--- config.mk ---
export PLATFORM = sky130hd
export DESIGN_NAME = primality_trial_division_top_flat
export DESIGN_NICKNAME = d
export VERILOG_FILES = /design/src/rtl/core/ptd_pkg.sv /design/src/rtl/core/ptd_num_if.sv /design/src/rtl/core/ptd_res_if.sv /design/src/rtl/core/primality_trial_division_top.sv /design/src/rtl/core/ptd_rem.sv /design/src/rtl/core/ptd_seq.sv /design/src/flat_wrapper.sv
export SDC_FILE = /design/constraint.sdc
export NUM_CORES = 1
export LEC_CHECK = 0
export ABC_AREA = 1
export ABC_CLOCK_PERIOD_IN_PS = 4700
export CAP_MARGIN = 20
export CORE_MARGIN = 1
export CORE_UTILIZATION = 43
export CTS_BUF_LIST = sky130_fd_sc_hd__clkbuf_4
export CTS_CLUSTER_DIAMETER = 50
export DETAILED_ROUTE_END_ITERATION = 8
export DONT_BUFFER_PORTS = 1
export GPL_ROUTABILITY_DRIVEN = 0
export HOLD_SLACK_MARGIN = 0.02
export RECOVER_POWER = 50
export REMOVE_ABC_BUFFERS = 1
export SYNTH_ARGS = -nofsm -noshare
export SYNTH_HDL_FRONTEND = slang
export SYNTH_SLANG_ARGS = --single-unit
export TNS_END_PERCENT = 50
--- constraint.sdc ---
create_clock -name i_clk -period 4.7 [get_ports i_clk]
set_input_delay 0.705 -clock i_clk [delete_from_list [all_inputs] [get_ports i_clk]]
set_output_delay 0.705 -clock i_clk [all_outputs]
set_load 0.05 [all_outputs]
--- src/rtl/core/ptd_pkg.sv ---
`default_nettype none
// ----------------------------------------------------------------------------
// ptd_pkg
// Shared widths, constants and types of the trial-division primality tester.
// ----------------------------------------------------------------------------
package ptd_pkg;

    localparam int NUMBER_WIDTH = 32;
    // divisor stays below 2^(W/2) + 8, square below 2^(W+1)
    localparam int DIV_W        = NUMBER_WIDTH / 2 + 3;
    localparam int SQ_W         = NUMBER_WIDTH + 1;
    localparam int CNT_W        = $clog2(NUMBER_WIDTH + 1);

    localparam int FIRST_DIV    = 5;
    localparam int FIRST_SQ     = FIRST_DIV * FIRST_DIV;
    localparam int WHEEL_STEP   = 6;
    localparam int PAIR_OFS     = 2;
    localparam int THREE        = 3;
    localparam int SQ_GROW      = 2 * WHEEL_STEP;
    localparam int SQ_OFS       = WHEEL_STEP * WHEEL_STEP;

    typedef enum logic [5:0] {
        ST_IDLE = 6'b000001,
        ST_DIV3 = 6'b000010,
        ST_CHK  = 6'b000100,
        ST_DIVA = 6'b001000,
        ST_DIVB = 6'b010000,
        ST_DONE = 6'b100000
    } t_state;

    typedef struct packed {
        logic             start;
        logic [DIV_W-1:0] divisor;
    } t_rem_ctl;

    typedef struct packed {
        logic done;
        logic zero;
    } t_rem_sts;

    typedef struct packed {
        logic valid;
        logic prime;
    } t_res;

endpackage
`default_nettype wire

--- src/rtl/core/ptd_num_if.sv ---
`default_nettype none
// ----------------------------------------------------------------------------
// ptd_num_if
// Request channel carrying the number to test.
// ----------------------------------------------------------------------------
interface ptd_num_if import ptd_pkg::*; ();

    logic                    valid;
    logic                    ready;
    logic [NUMBER_WIDTH-1:0] number;

    modport source (output valid, output number, input ready);
    modport sink   (input valid, input number, output ready);

endinterface
`default_nettype wire

--- src/rtl/core/ptd_res_if.sv ---
`default_nettype none
// ----------------------------------------------------------------------------
// ptd_res_if
// Result channel carrying the primality verdict.
// ----------------------------------------------------------------------------
interface ptd_res_if ();

    logic valid;
    logic ready;
    logic prime;

    modport source (output valid, output prime, input ready);
    modport sink   (input valid, input prime, output ready);

endinterface
`default_nettype wire

--- src/rtl/core/primality_trial_division_top.sv ---
`default_nettype none
// ----------------------------------------------------------------------------
// primality_trial_division_top
// Trial-division primality tester over the 6k-1 / 6k+1 divisor wheel.
// ----------------------------------------------------------------------------
// One request in, one verdict out. Values up to 3 and even values are settled
// straight from the idle state; every other value first runs a remainder by 3,
// then one pair of remainders per wheel step in the bit-serial divider, with a
// square compare before each pair. A prime near the top of the 32-bit range
// needs about 10,900 divisor pairs, so the serial divider dominates the run
// time. A new request is taken as soon as the sequencer has handed its verdict
// to the output register, while that verdict may still wait to be taken.
// ----------------------------------------------------------------------------
module primality_trial_division_top import ptd_pkg::*; (
    input  wire logic i_clk,
    input  wire logic i_rst_n,
    ptd_num_if.sink   i_req,
    ptd_res_if.source o_rsp
);

    t_rem_ctl                ctl;
    t_rem_sts                sts;
    t_res                    res;
    logic [NUMBER_WIDTH-1:0] dividend;
    logic                    res_ready;
    logic                    r_out_valid;
    logic                    r_out_prime;

    ptd_seq u_seq (
        .i_clk       (i_clk),
        .i_rst_n     (i_rst_n),
        .i_req       (i_req),
        .i_sts       (sts),
        .i_res_ready (res_ready),
        .o_ctl       (ctl),
        .o_dividend  (dividend),
        .o_res       (res)
    );

    ptd_rem u_rem (
        .i_clk      (i_clk),
        .i_rst_n    (i_rst_n),
        .i_ctl      (ctl),
        .i_dividend (dividend),
        .o_sts      (sts)
    );

    assign res_ready = !r_out_valid || o_rsp.ready;

    always_ff @(posedge i_clk) begin
        if (!i_rst_n) begin
            r_out_valid <= 1'b0;
        end else if (res.valid && res_ready) begin
            r_out_valid <= 1'b1;
        end else if (o_rsp.ready) begin
            r_out_valid <= 1'b0;
        end
    end

    always_ff @(posedge i_clk) begin
        if (res.valid && res_ready) begin
            r_out_prime <= res.prime;
        end
    end

    assign o_rsp.valid = r_out_valid;
    assign o_rsp.prime = r_out_prime;

`ifndef NO_ASSERTIONS
    // even values are settled right away: prime only for two
    a_even_fast: assert property (@(posedge i_clk) disable iff (!i_rst_n)
        (i_req.valid && i_req.ready && !i_req.number[0])
        |=> (res.valid && (res.prime == ($past(i_req.number) == NUMBER_WIDTH'(2)))))
        else $error("even request not settled in one cycle");

    // a division is never started while a new request can be taken
    a_start_busy: assert property (@(posedge i_clk) disable iff (!i_rst_n)
        ctl.start |-> !i_req.ready)
        else $error("divider started while sequencer idle");

    // divider cannot finish right after a start
    a_div_len: assert property (@(posedge i_clk) disable iff (!i_rst_n)
        ctl.start |=> !sts.done)
        else $error("divider finished too early");
`endif

endmodule
`default_nettype wire

--- src/rtl/core/ptd_rem.sv ---
`default_nettype none
// ----------------------------------------------------------------------------
// ptd_rem
// Bit-serial remainder unit: one dividend bit per cycle, restoring step.
// ----------------------------------------------------------------------------
module ptd_rem import ptd_pkg::*; (
    input  wire logic                    i_clk,
    input  wire logic                    i_rst_n,
    input  wire t_rem_ctl                i_ctl,
    input  wire logic [NUMBER_WIDTH-1:0] i_dividend,
    output t_rem_sts                     o_sts
);

    logic                    r_busy;
    logic [CNT_W-1:0]        r_cnt;
    logic                    r_done;
    logic                    r_zero;
    logic [DIV_W-1:0]        r_rem;
    logic [NUMBER_WIDTH-1:0] r_shift;

    logic [DIV_W:0]          trial;
    logic [DIV_W:0]          div_ext;
    logic [DIV_W-1:0]        n_rem;

    always_comb begin
        trial   = {r_rem, r_shift[NUMBER_WIDTH-1]};
        div_ext = {1'b0, i_ctl.divisor};
        if (trial >= div_ext) begin
            n_rem = DIV_W'(trial - div_ext);
        end else begin
            n_rem = trial[DIV_W-1:0];
        end
    end

    always_ff @(posedge i_clk) begin
        if (!i_rst_n) begin
            r_busy <= 1'b0;
            r_cnt  <= '0;
            r_done <= 1'b0;
        end else begin
            r_done <= 1'b0;
            if (i_ctl.start) begin
                r_busy <= 1'b1;
                r_cnt  <= CNT_W'(NUMBER_WIDTH);
            end else if (r_busy) begin
                r_cnt <= r_cnt - CNT_W'(1);
                if (r_cnt == CNT_W'(1)) begin
                    r_busy <= 1'b0;
                    r_done <= 1'b1;
                end
            end
        end
    end

    always_ff @(posedge i_clk) begin
        if (i_ctl.start) begin
            r_rem   <= '0;
            r_shift <= i_dividend;
        end else if (r_busy) begin
            r_rem   <= n_rem;
            r_shift <= {r_shift[NUMBER_WIDTH-2:0], 1'b0};
            r_zero  <= (n_rem == '0);
        end
    end

    assign o_sts.done = r_done;
    assign o_sts.zero = r_zero;

endmodule
`default_nettype wire

--- src/rtl/core/ptd_seq.sv ---
`default_nettype none
// ----------------------------------------------------------------------------
// ptd_seq
// Sequencer: screens small and even values, divides by 3, then walks the
// 6k-1 / 6k+1 divisors while their square stays within the number.
// ----------------------------------------------------------------------------
module ptd_seq import ptd_pkg::*; (
    input  wire logic                     i_clk,
    input  wire logic                     i_rst_n,
    ptd_num_if.sink                       i_req,
    input  wire t_rem_sts                 i_sts,
    input  wire logic                     i_res_ready,
    output t_rem_ctl                      o_ctl,
    output logic [NUMBER_WIDTH-1:0]       o_dividend,
    output t_res                          o_res
);

    t_state                  r_state, n_state;
    logic [NUMBER_WIDTH-1:0] r_n, n_n;
    logic [DIV_W-1:0]        r_d, n_d;
    logic [SQ_W-1:0]         r_sq, n_sq;
    logic                    r_start, n_start;
    logic [DIV_W-1:0]        r_div, n_div;
    logic                    r_prime, n_prime;

    always_comb begin
        n_state = r_state;
        n_n     = r_n;
        n_d     = r_d;
        n_sq    = r_sq;
        n_start = 1'b0;
        n_div   = r_div;
        n_prime = r_prime;
        unique case (r_state)
            ST_IDLE: begin
                if (i_req.valid) begin
                    n_n   = i_req.number;
                    n_d   = DIV_W'(FIRST_DIV);
                    n_sq  = SQ_W'(FIRST_SQ);
                    n_div = DIV_W'(THREE);
                    priority if (i_req.number <= NUMBER_WIDTH'(1)) begin
                        n_prime = 1'b0;
                        n_state = ST_DONE;
                    end else if (i_req.number <= NUMBER_WIDTH'(THREE)) begin
                        n_prime = 1'b1;
                        n_state = ST_DONE;
                    end else if (!i_req.number[0]) begin
                        n_prime = 1'b0;
                        n_state = ST_DONE;
                    end else begin
                        n_start = 1'b1;
                        n_state = ST_DIV3;
                    end
                end
            end
            ST_DIV3: begin
                if (i_sts.done) begin
                    if (i_sts.zero) begin
                        n_prime = 1'b0;
                        n_state = ST_DONE;
                    end else begin
                        n_state = ST_CHK;
                    end
                end
            end
            ST_CHK: begin
                if (r_sq > {1'b0, r_n}) begin
                    n_prime = 1'b1;
                    n_state = ST_DONE;
                end else begin
                    n_start = 1'b1;
                    n_div   = r_d;
                    n_state = ST_DIVA;
                end
            end
            ST_DIVA: begin
                if (i_sts.done) begin
                    if (i_sts.zero) begin
                        n_prime = 1'b0;
                        n_state = ST_DONE;
                    end else begin
                        n_start = 1'b1;
                        n_div   = r_d + DIV_W'(PAIR_OFS);
                        n_state = ST_DIVB;
                    end
                end
            end
            ST_DIVB: begin
                if (i_sts.done) begin
                    if (i_sts.zero) begin
                        n_prime = 1'b0;
                        n_state = ST_DONE;
                    end else begin
                        // (d+6)^2 = d^2 + 12d + 36
                        n_d     = r_d + DIV_W'(WHEEL_STEP);
                        n_sq    = r_sq + SQ_W'(r_d) * SQ_W'(SQ_GROW) + SQ_W'(SQ_OFS);
                        n_state = ST_CHK;
                    end
                end
            end
            ST_DONE: begin
                if (i_res_ready) begin
                    n_state = ST_IDLE;
                end
            end
            default: begin
                n_state = ST_IDLE;
            end
        endcase
    end

    always_ff @(posedge i_clk) begin
        if (!i_rst_n) begin
            r_state <= ST_IDLE;
            r_start <= 1'b0;
        end else begin
            r_state <= n_state;
            r_start <= n_start;
        end
    end

    always_ff @(posedge i_clk) begin
        r_n     <= n_n;
        r_d     <= n_d;
        r_sq    <= n_sq;
        r_div   <= n_div;
        r_prime <= n_prime;
    end

    assign i_req.ready   = (r_state == ST_IDLE);
    assign o_ctl.start   = r_start;
    assign o_ctl.divisor = r_div;
    assign o_dividend    = r_n;
    assign o_res.valid   = (r_state == ST_DONE);
    assign o_res.prime   = r_prime;

endmodule
`default_nettype wire
--- src/flat_wrapper.sv ---
// flat-port wrapper written by rule: the top's interface ports become plain ports
module primality_trial_division_top_flat import ptd_pkg::*;
  (i_clk, i_rst_n, i_req_valid, i_req_number, i_req_ready, o_rsp_valid, o_rsp_prime, o_rsp_ready);
  ptd_num_if i_req_i ();
  ptd_res_if o_rsp_i ();
  input  wire logic i_clk;
  input  wire logic i_rst_n;
  input wire logic [$bits(i_req_i.valid)-1:0] i_req_valid;
  input wire logic [$bits(i_req_i.number)-1:0] i_req_number;
  output wire logic [$bits(i_req_i.ready)-1:0] i_req_ready;
  output wire logic [$bits(o_rsp_i.valid)-1:0] o_rsp_valid;
  output wire logic [$bits(o_rsp_i.prime)-1:0] o_rsp_prime;
  input wire logic [$bits(o_rsp_i.ready)-1:0] o_rsp_ready;
  assign i_req_i.valid = i_req_valid;
  assign i_req_i.number = i_req_number;
  assign i_req_ready = i_req_i.ready;
  assign o_rsp_valid = o_rsp_i.valid;
  assign o_rsp_prime = o_rsp_i.prime;
  assign o_rsp_i.ready = o_rsp_ready;
  primality_trial_division_top u_core (.i_clk(i_clk), .i_rst_n(i_rst_n), .i_req(i_req_i), .o_rsp(o_rsp_i));
endmodule
==> impl_metrics.csv, run 1 <==
group,metric,value,unit
global_route,grt_max_degree,61,
clock_network,clk_transition_reported_paths,0.17,ns
routing,via_count,9811,
clock_network,clock-root-buffer,"clkbuf_4",
clock_network,numCtsBuffers,17,
place,preCtsSetupSlack,0.401,ns
routing,met3WireLength,1120,microns
sta,finalWorstSetupSlack,0.460,ns
setup_path,cpPeakStageDelay,0.52,ns
routing,wl_per_cell,15.4,microns
routing,drt_pre_antenna_iters,7,
sta,finClkSkew,0.0387,ns
layout,antennaDiodeCount,0,
sta,slew_violations,127,
yosys,async_flop_share,0,%
layout,layout_area_growth_over_synthesis,5.70,%
floorplan,design.die.area,0.0280,sq mm
layout,leading_cell_type_in_the_layout_fill_and_taps_excluded,"nand2_1",
min_path,min_path_type,"primary input to register",
clock_network,clk_sinks,169,
clock_network,tritoncts_clock_tree,"yes",
setup_path,cp_data_arrival_time,4.61,ns
status,violations,"capacitance limit, slew limit",
layout,final_core_utilization,46.2,%
routing,top_layer_used,"met4",
floorplan,die_w,167,microns
sta,maxSlewHeadroom,-42.8,%
global_route,grt_usage,21.1,%
floorplan,top_level_ports,39,
sta,report.final.hold_viol_count,0,
clock_network,clkLatencyLatePin,0.60,ns
routing,drt-initial-drc-count,732,
global_route,first_global_vias,9527,
setup_path,critical-path-top-cell-by-count,"nand2_1",
setup_path,crit_path_start_kind,"register",
sta,crit_share_post_route,90.2,%
yosys,syn-instance-count,1503,
yosys,synth_enable_flop_cells,134,
clock_network,cts_max_level,4,
setup_path,crit_fanout,6,
yosys,ys_seq_area_share,40.2,%
yosys,yosys_register_bits,169,
setup_path,critical_path.endpoint_type,"register",
layout,finalNetCount,1661,
routing,routed_wirelength,28700,microns
floorplan,core-area,0.0269,sq mm
setup_path,cp_data_required_time,5.07,ns
floorplan,die-height,167,microns
sta,finalHoldWorstSlack,0.195,ns
routing,vias_per_cell,5.26,
sta,worst_slew_pin_slew,2.14,ns
routing,wl_met2,14000,microns
sta,final_total_negative_setup_slack,0,ns
yosys,synth_ff_type,"edfxtp_1",
sta,final-setup-viol-count,0,
yosys,synth.cell_area,0.0117,sq mm
floorplan,row_count,60,
layout,post_route_cells_drive_above_1_share,4.53,%
setup_path,path_class,"register to register",
clock_network,clk_path_buf_depth,2,
sta,timing.final.crit_period,4.24,ns
status,outcome,"finished, violations left",
setup_path,worst_path_cell_trace,"ha_1 -> a21oi_1 -> o21ai_0 -> a21oi_2 -> o21ai_0 -> nand3_1 -> nand2_1 -> xor2_1 -> ha_1 -> ha_1 -> nand2_1 -> inv_1 -> nand2_1 -> nor3_1 -> nand4_1 -> nand3_1 -> nand2_1 -> o211ai_1 -> nand2_1 -> nor2_1 -> nor2_1",
place,numPortBuffers,0,
sta,clock.fmax,0.236,GHz
floorplan,initial_standard_cell_utilization_of_the_core,43.7,%
yosys,avgSynthCellArea,7.82,sq um
sta,rsz0062_at_grt,"false",
place,dp_hpwl,22300,microns
routing,final_antenna_net_count,0,
global_route,grt.overflow.total,0,
flow_run,max_cap_violations,3,
global_route,grt_pass1_wl,47100,microns
yosys,synth.distinct_cells,54,
clock_network,ctsHoldBuffers,0,
layout,most_frequent_cells_in_the_layout,"nand2_1 (344), inv_1 (235), nor2_1 (138), edfxtp_1 (134), a21oi_1 (120)",
setup_path,critical_path.slowest_cell,"edfxtp_1",
global_route,grt_antenna_before_repair,0,
routing,remaining_drc_errors,0,
routing,detail_route.wirelength.met1,12900,microns
yosys,ys_warn_count,0,
==> per-stage QoR <==
step / cells / instance area (sq um)
3_3_place_gp: 1832 / 12200
4_1_cts: 1864 / 12400
3_5_place_dp: 1832 / 12200
5_1_grt: 1865 / 12400
6_report: 1865 / 12400
2_1_floorplan: 1480 / 11600
==> kinds of logic after synthesis <==
kind of cell,synth area share (%)
compound gates,13.9
xor+xnor,2.31
fa+ha+maj,12.3
buf+inv,8.70
flops,40.2
other cells,0.0319
simple gates,22.5
==> flip-flops by register name (all words and copies together), names as in the netlist <==
signal and count:
u_core.o_rsp.prime 1, u_core.o_rsp.valid 1, u_core.u_rem.r_busy 1, u_core.u_rem.r_cnt 6, u_core.u_rem.r_done 1, u_core.u_rem.r_rem 19, u_core.u_rem.r_shift 32, u_core.u_rem.r_zero 1
u_core.u_seq.o_dividend 32, u_core.u_seq.r_d 18, u_core.u_seq.r_div 19, u_core.u_seq.r_prime 1, u_core.u_seq.r_sq 30, u_core.u_seq.r_start 1, u_core.u_seq.r_state 6
==> Yosys cell counts (2+ instances only) <==
library cell  count  area [sq um]
a21o_1            4          30.0
o21bai_1          6          45.0
nor3_1           18          90.1
o22ai_1          11          68.8
a31oi_1           4          25.0
o21ai_0         112           561
nand4_1          23           144
xnor2_1           9          78.8
nor2_1          139           522
o211ai_1          2          15.0
o21ai_1           2          10.0
dfxtp_1          35           701
nor4_1            6          37.5
o21a_1            4          30.0
buf_4             2          15.0
clkbuf_1         15          56.3
and2_1            2          12.5
inv_2             3          11.3
buf_6             3          33.8
nor2_2            5          31.3
nand3_1          73           365
fa_1              3          60.1
nand2_1         344          1290
ha_1            111          1390
a21oi_1         122           611
a21boi_0          2          15.0
a21oi_2           2          17.5
buf_1             2          7.51
nand2_2           9          56.3
a22o_1           14           123
clkinv_1          3          11.3
xor2_1           22           193
or2_2             3          18.8
inv_1           235           882
edfxtp_1        134          4020
==> worst paths after layout <==
check	from	endpoint	slack [ns]	depth (start not counted)
setup / recovery	u_core.u_seq.r_d[3]	u_core.u_seq.r_sq[28]	0.46	21
hold / removal	i_req_number[0]	u_core.u_seq.o_dividend[0]	0.19	0
setup reg to reg	u_core.u_seq.r_d[3]	u_core.u_seq.r_sq[28]	0.46	21
hold reg to reg	u_core.u_seq.r_prime	u_core.o_rsp.prime	0.46	0
==> what timing repair did <==
item	CTS	global route
setup endpoints to repair	0	4
setup buffers	0	1
resized for setup	0	4
==> worst max-delay path, delay by kind of cell, from the launching register on <==
| family | cells | cell delay (ns) |
|---|---|---|
| simple gates | 11 | 1.25 |
| fa+ha+maj | 3 | 1.04 |
| compound gates | 5 | 0.94 |
| flops | 1 | 0.52 |
| xor+xnor | 1 | 0.21 |
| buf+inv | 1 | 0.07 |
==> routing by layer <==
metal  vias to the layer above  track usage, %
met1                      4510            26.4
met3                        36            3.31
li1                       5046               -
met2                       219            37.0
met5                         -               0
met4                         0            7.14
==> final cells by class <==
class,instances,area [sq um]
fill,2724,14500
multi-input combinational,1070,6020
sequential,169,4720
inverter,241,905
tap,341,427
clock buffer,18,135
clock inverter,14,135
timing repair buffer,12,67.6
Power of run 1 is not shown: default switching activity piles up to over one toggle a cycle in this logic, so the estimate is an artifact.
==> inputs of run 2 (changes only) <==
--- a/config.mk
+++ b/config.mk
@@ -5,7 +5,6 @@
 export SDC_FILE = /design/constraint.sdc
 export NUM_CORES = 1
 export LEC_CHECK = 0
-export ABC_AREA = 1
 export ABC_CLOCK_PERIOD_IN_PS = 4700
 export CAP_MARGIN = 20
 export CORE_MARGIN = 1
==> run 2 against run 1 <==
Against the previous run: the flow still finishes with violations (capacitance limit, slew limit); utilization is 2.2 points higher; largest cell class unchanged; critical path type unchanged; register-to-register slack worse by 0.25 ns; area after synthesis decreased by 5.5%.
==> impl_metrics.csv, run 2 <==
group,metric,value,unit
status,outcome,"finished, violations left",
status,violations,"capacitance limit, slew limit",
floorplan,core-area,0.0253,sq mm
layout,finalNetCount,1315,
yosys,synth.largest_area_cell,"edfxtp_1",
global_route,grt_max_degree,46,
min_path,min_path_type,"primary input to register",
sta,clock.fmax,0.222,GHz
power,power.ir.vdd_worst,0.000272,V
routing,routed_wirelength,24500,microns
routing,wl_per_cell,16.2,microns
clock_network,ctsHoldBuffers,0,
sta,finalWorstSetupSlack,0.205,ns
sta,crit_share_post_route,95.6,%
yosys,ys_warn_count,0,
clock_network,clk_transition_reported_paths,0.16,ns
clock_network,cts_max_level,4,
global_route,first_global_vias,7928,
sta,finClkSkew,0.0297,ns
layout,layout_area_growth_over_synthesis,10.1,%
min_path,worstHoldPathCells,0,
power,swShare,42.4,%
setup_path,cp_data_required_time,5.14,ns
yosys,avgSynthCellArea,9.85,sq um
floorplan,initial_standard_cell_utilization_of_the_core,44.0,%
setup_path,regToRegSetupSlack,0.20,ns
floorplan,row_count,58,
layout,stdcell_count,1509,
power,power.switching,0.00270,W
layout,leading_cell_type_in_the_layout_fill_and_taps_excluded,"edfxtp_1",
power,seqPwrFrac,33.0,%
sta,worst_slew_pin_slew,2.54,ns
routing,drt_pre_antenna_iters,5,
power,power,0.00636,W
layout,most_frequent_cells_in_the_layout,"edfxtp_1 (134), nor2_1 (118), ha_1 (104), inv_1 (90), nand2_1 (84)",
setup_path,reg2reg_from,"u_core.u_seq.r_d[4]",
setup_path,timing.reg2reg.worst_path_depth,20,
yosys,synth_top_area_share,36.2,%
power,combinational_power_share,53.7,%
yosys,yosys_register_bits,169,
clock_network,clk_sinks,169,
yosys,async_flop_share,0,%
setup_path,path_class,"register to register",
routing,remaining_drc_errors,0,
floorplan,die-height,163,microns
sta,report.final.hold_viol_count,0,
setup_path,crit_fanout,8,
place,place.detailed.instances,1467,
yosys,synth.distinct_cells,78,
clock_network,tritoncts_clock_tree,"yes",
layout,final.fill_count,2345,
yosys,synth_most_common_cell,"edfxtp_1",
yosys,synth.cell_area,0.0111,sq mm
yosys,synth_enable_flop_cells,134,
routing,final_antenna_net_count,0,
min_path,timing.hold.worst.start,"i_req_number[7]",
setup_path,crit_path_start_kind,"register",
global_route,grt.overflow.total,0,
routing,via_count,8218,
sta,final-setup-viol-count,0,
power,cellPowerDensity,520,mW/mm^2
place,preCtsSetupSlack,-0.126,ns
global_route,grt_usage,19.1,%
setup_path,critPathLaunch,"u_core.u_seq.r_d[4]",
min_path,hold_path_end,"u_core.u_seq.o_dividend[7]",
setup_path,crit-reg2reg-capture,"u_core.u_seq.r_sq[25]",
routing,drt-initial-drc-count,531,
setup_path,critical_path.endpoint_type,"register",
floorplan,die_w,163,microns
clock_network,clock-root-buffer,"clkbuf_4",
yosys,synth_ff_type,"edfxtp_1",
clock_network,clkLatencyLatePin,0.58,ns
setup_path,cp_data_arrival_time,4.94,ns
floorplan,design.die.area,0.0265,sq mm
yosys,ys_seq_area_share,42.5,%
clock_network,clk_path_buf_depth,2,
sta,maxSlewHeadroom,-69.5,%
yosys,syn-instance-count,1128,
power,clock_power_share,13.3,%
sta,final_total_negative_setup_slack,0,ns
sta,finalHoldWorstSlack,0.211,ns
flow_run,max_cap_violations,2,
clock_network,numCtsBuffers,17,
sta,slew_violations,80,
power,power.leakage,4.93,nW
floorplan,top_level_ports,39,
yosys,netlist_top_cells_count,"edfxtp_1 (134), nor2_1 (120), ha_1 (111)",
yosys,largest_cells_by_area_after_synthesis,"edfxtp_1 (36%), ha_1 (13%), dfxtp_1 (6.3%)",
sta,rsz0062_at_grt,"true",
place,numPortBuffers,0,
layout,post_route_cells_drive_above_1_share,13.3,%
global_route,grt_pass1_wl,39800,microns
place,dp_hpwl,18400,microns
sta,timing.final.crit_period,4.50,ns
routing,vias_per_cell,5.45,
power,p_int,0.00366,W
global_route,grt_antenna_before_repair,1,
## run 2: cell count changes after synthesis, moves of 12 or more
cell      previous run  this run
nor2_1             139       120
o21ai_0            112        59
mux2_2               0        31
nand2b_1             0        19
inv_1              235        91
a211oi_1             1        13
nand3_1             73        26
nand2_1            344        84
xnor2_1              9        30
xor2_1              22        37
a21o_1               4        33
a21oi_1            122        64
## run 2: stage by stage
step | util, % | cell area (sq um)
floorplan | - | 11000
finish | 48.4 | 12200
global placement | 46.2 | 11700
global route | 48.4 | 12200
detailed placement | 46.2 | 11700
CTS | 47.5 | 12000
## run 2: per-layer routing
metal | wire length, microns | up-vias | GRT usage (%)
met5 | 0 | - | 0
met4 | 441 | 0 | 5.69
met3 | 630 | 32 | 2.85
met2 | 11500 | 129 | 31.3
met1 | 12000 | 3874 | 25.9
li1 | - | 4183 | -
## run 2: worst max-delay path by stage
stage | to
finish | u_core.u_seq.r_sq[25]
global route | u_core.u_seq.r_sq[32]
CTS | u_core.u_seq.r_sq[32]
detailed placement | u_core.u_seq.r_sq[25]
global placement | u_core.u_seq.r_sq[25]
floorplan | u_core.u_seq.r_sq[27]
## run 2: cell families (layout without fill, tap and decap cells)
kind of cell	count (synthesis)	count (layout)	share of synthesized area, %
other	1	2	0.0338
xor gates and xnor gates	67	67	5.28
DFF	169	169	42.5
and+or+nand+nor	359	359	15.5
muxes	39	39	3.91
adders and majority gates	114	114	13.0
AOI/OAI and AO/OA	261	261	15.5
buffers and inverters	118	168	4.16
## run 2: area by class of cell
class / count / area (sq um) / area share (%)
flip-flops and latches: 169 / 4730 / 38.6
well taps: 330 / 413 / 3.38
repair buffers: 44 / 307 / 2.51
diodes: 1 / 2.50 / 0.0205
clock inverters: 13 / 134 / 1.09
inverters: 92 / 345 / 2.82
clock buffers: 19 / 143 / 1.17
multi-input cells: 841 / 6160 / 50.4
## run 2: power by group through the flow
stage | Combinational [W] | Sequential (W) | Clock [W]
2_1_floorplan | 0.00245 | 0.00208 | 0
3_3_place_gp | 0.00316 | 0.00212 | 0
3_5_place_dp | 0.00317 | 0.00213 | 0
4_1_cts | 0.00321 | 0.00209 | 0.000872
5_1_grt | 0.00380 | 0.00213 | 0.000927
6_report | 0.00342 | 0.00210 | 0.000849
## run 2: timing repair
| item | 4_1_cts | 5_1_grt |
|---|---|---|
| setup endpoints to repair | 9 | 14 |
| buffers inserted | 2 | 6 |
| pin swaps | 0 | 10 |
| gates resized for setup | 4 | 39 |
## run 2: critical path: stages (launching register included)
cell and delay [ns]:
edfxtp_1 0.50, ha_1 0.37, and3_1 0.22, a2111oi_4 0.35, buf_4 0.16, nor2_1 0.05
o21ai_0 0.16, nand2b_1 0.10, a21o_1 0.19, a21oi_2 0.15, xnor2_1 0.14, ha_1 0.25
ha_1 0.32, nand2_1 0.11, a211oi_4 0.30, nor3_4 0.08, nor3_2 0.20, nor4_1 0.07
buf_4 0.16, or4_1 0.41, nand2_1 0.09
Note: power is estimated with default switching activity, not from simulation.
==> inputs of run 3 (changes only) <==
--- a/config.mk
+++ b/config.mk
@@ -7,6 +7,8 @@
 export LEC_CHECK = 0
 export ABC_CLOCK_PERIOD_IN_PS = 4700
 export CAP_MARGIN = 20
+export CELL_PAD_IN_SITES_DETAIL_PLACEMENT = 1
+export CELL_PAD_IN_SITES_GLOBAL_PLACEMENT = 2
 export CORE_MARGIN = 1
 export CORE_UTILIZATION = 43
 export CTS_BUF_LIST = sky130_fd_sc_hd__clkbuf_4
@@ -15,6 +17,7 @@
 export DONT_BUFFER_PORTS = 1
 export GPL_ROUTABILITY_DRIVEN = 0
 export HOLD_SLACK_MARGIN = 0.02
+export PLACE_DENSITY_LB_ADDON = 0.1
 export RECOVER_POWER = 50
 export REMOVE_ABC_BUFFERS = 1
 export SYNTH_ARGS = -nofsm -noshare
==> run 3 against run 2 <==
Against the previous run: the flow still finishes with violations (capacitance limit, slew limit); largest cell class unchanged; clock power is 0.9% lower; setup slack got worse by 0.068 ns; clock skew rose by 0.0027 ns; cell area up 1.1%.
==> impl_metrics.csv, run 3 (synthesized netlist as in run 2, its figures left out) <==
group,metric,value,unit
status,outcome,"finished, violations left",
status,violations,"capacitance limit, slew limit",
place,standard_cell_area_after_detailed_placement,0.0117,sq mm
power,p_int,0.00367,W
global_route,grt_usage,22.6,%
sta,finClkSkew,0.0324,ns
global_route,grt.overflow.total,0,
sta,final-setup-viol-count,0,
layout,most_frequent_cells_in_the_layout,"edfxtp_1 (134), nor2_1 (118), ha_1 (101), inv_1 (90), nand2_1 (83)",
power,clock_power_share,12.9,%
routing,vias_per_cell,5.57,
global_route,first_global_vias,8845,
sta,slew_violations,45,
global_route,use_met3,2.90,%
global_route,grt_antenna_before_repair,1,
global_route,grt_util_met2,39.9,%
routing,drt-initial-drc-count,395,
min_path,worstHoldPathCells,0,
routing,routed_wirelength,29300,microns
power,power.switching,0.00286,W
clock_network,tritoncts_clock_tree,"yes",
clock_network,clk_sinks,169,
global_route,grt_pass1_wl,46500,microns
floorplan,top_level_ports,39,
setup_path,regToRegSetupSlack,0.14,ns
power,power.ir.vdd_worst,0.000244,V
routing,final_antenna_net_count,0,
setup_path,cp_data_arrival_time,5.01,ns
setup_path,reg2reg_from,"u_core.u_seq.r_d[3]",
sta,maxSlewHeadroom,-77.7,%
floorplan,die-height,163,microns
clock_network,numCtsBuffers,17,
clock_network,clk_path_buf_depth,2,
place,dp_hpwl,22100,microns
power,power.leakage,5.00,nW
setup_path,cp_data_required_time,5.15,ns
global_route,grt_util_met1,29.5,%
floorplan,row_count,58,
global_route,top_usage_layer,"met2",
setup_path,critical_path.endpoint_type,"register",
layout,post_route_cells_drive_above_1_share,14.6,%
power,combinational_power_share,55.0,%
floorplan,core-area,0.0253,sq mm
global_route,grt_max_degree,49,
min_path,min_path_type,"primary input to register",
setup_path,crit-reg2reg-capture,"u_core.u_seq.r_sq[25]",
sta,clock.fmax,0.219,GHz
place,place.detailed.instances,1473,
setup_path,timing.reg2reg.worst_path_depth,21,
power,swShare,43.8,%
floorplan,design.die.area,0.0265,sq mm
setup_path,path_class,"register to register",
power,seqPwrFrac,32.2,%
clock_network,clkLatencyLatePin,0.58,ns
clock_network,clk_transition_reported_paths,0.18,ns
min_path,hold_path_end,"u_core.u_seq.o_dividend[30]",
routing,wl_per_cell,19.3,microns
sta,worst_slew_pin_slew,2.67,ns
routing,remaining_drc_errors,0,
layout,leading_cell_type_in_the_layout_fill_and_taps_excluded,"edfxtp_1",
min_path,timing.hold.worst.start,"i_req_number[30]",
place,numPortBuffers,0,
floorplan,die_w,163,microns
setup_path,crit_fanout,4,
layout,layout_area_growth_over_synthesis,11.4,%
layout,final_area,0.0124,sq mm
sta,crit_share_post_route,97.1,%
sta,report.final.hold_viol_count,0,
flow_run,max_cap_violations,1,
layout,finalNetCount,1324,
floorplan,initial_standard_cell_utilization_of_the_core,44.0,%
setup_path,crit_path_start_kind,"register",
layout,stdcell_count,1518,
sta,timing.final.crit_period,4.56,ns
routing,drt_pre_antenna_iters,4,
routing,via_count,8457,
clock_network,cts_max_level,4,
power,power,0.00654,W
clock_network,clock-root-buffer,"clkbuf_4",
power,cellPowerDensity,528,mW/mm^2
## run 3: cell count changes in the layout (fill, tap and decap cells not counted), moves of 2 or more
cell	before	now
buf_6	0	2
clkbuf_4	19	17
ha_4	6	9
clkbuf_1	5	1
inv_8	2	5
buf_4	37	50
o21ai_1	1	4
nand3_2	2	0
a21oi_2	11	8
a21oi_1	54	57
ha_1	104	101
clkinv_4	3	1
o21ai_0	58	56
## run 3: area by class of cell
| type | count | area, sq um |
|---|---|---|
| well taps | 330 | 413 |
| flip-flops and latches | 169 | 4720 |
| multi-input cells | 841 | 6220 |
| fillers | 2807 | 12900 |
| inverters | 92 | 345 |
| diodes | 1 | 2.50 |
| clock inverters | 15 | 133 |
| clock buffers | 17 | 128 |
| repair buffers | 53 | 402 |
## run 3: layer usage
layer / vias up / wire (microns) / part of all wire, %
met3: 13 / 458 / 1.6
li1: 4209 / - / -
met5: - / 0 / 0
met4: 0 / 231 / 0.79
met2: 75 / 14800 / 51
met1: 4160 / 13800 / 47
## run 3: through the flow
step	hold WS (ns)	util, %	setup WS [ns]	TNS (ns)
after floorplan	0.400	-	-0.0207	-0.0621
after global placement	0.404	46.4	-0.0307	-0.108
after detailed placement	0.413	46.4	-0.171	-1.00
after CTS	0.147	47.5	0.0112	0
after global routing	0.130	49.0	-0.0934	-0.322
final	0.204	49.0	0.136	0
## run 3: power groups by stage
stage / logic, W / clock network, W / registers, W
after floorplan: 0.00245 / 0 / 0.00208
after global placement: 0.00329 / 0 / 0.00212
after detailed placement: 0.00334 / 0 / 0.00214
after CTS: 0.00339 / 0.000871 / 0.00210
after global routing: 0.00398 / 0.000923 / 0.00213
final: 0.00359 / 0.000841 / 0.00210
## run 3: critical path, stage by stage, from the launching register on
cell and delay (ns):
edfxtp_1 0.45, buf_4 0.16, ha_4 0.24, a21oi_2 0.14
o21ai_2 0.10, a2111oi_4 0.29, buf_4 0.16, o311ai_2 0.11
a31oi_1 0.27, nor2b_1 0.08, o21a_1 0.19, o41a_1 0.34
xor2_1 0.16, ha_1 0.35, ha_4 0.29, and2_4 0.16
nand2_2 0.08, nor3_4 0.20, nor4_4 0.06, buf_4 0.15
or4_1 0.39, nand2_1 0.08
## run 3: repair_timing
| item | in CTS | in global routing |
|---|---|---|
| endpoints found under the hold margin | 0 | 0 |
| hold buffers | 0 | 0 |
| pin swaps | 1 | 22 |
| buffers inserted | 1 | 13 |
| endpoints found under the setup margin | 11 | 15 |
| gates resized for setup | 4 | 50 |
## run 3: worst max path at each step
stage | from | endpoint | slack, ns | depth (start not counted)
after floorplan | u_core.u_seq.r_d[3] | u_core.u_seq.r_sq[27] | -0.02 | 17
after global placement | u_core.u_seq.r_d[3] | u_core.u_seq.r_sq[25] | -0.03 | 20
after detailed placement | u_core.u_seq.r_d[3] | u_core.u_seq.r_sq[25] | -0.17 | 20
after CTS | u_core.u_seq.r_d[4] | u_core.u_seq.r_sq[25] | 0.01 | 20
after global routing | u_core.u_seq.r_d[6] | u_core.u_seq.r_sq[25] | -0.09 | 20
final | u_core.u_seq.r_d[3] | u_core.u_seq.r_sq[25] | 0.14 | 21
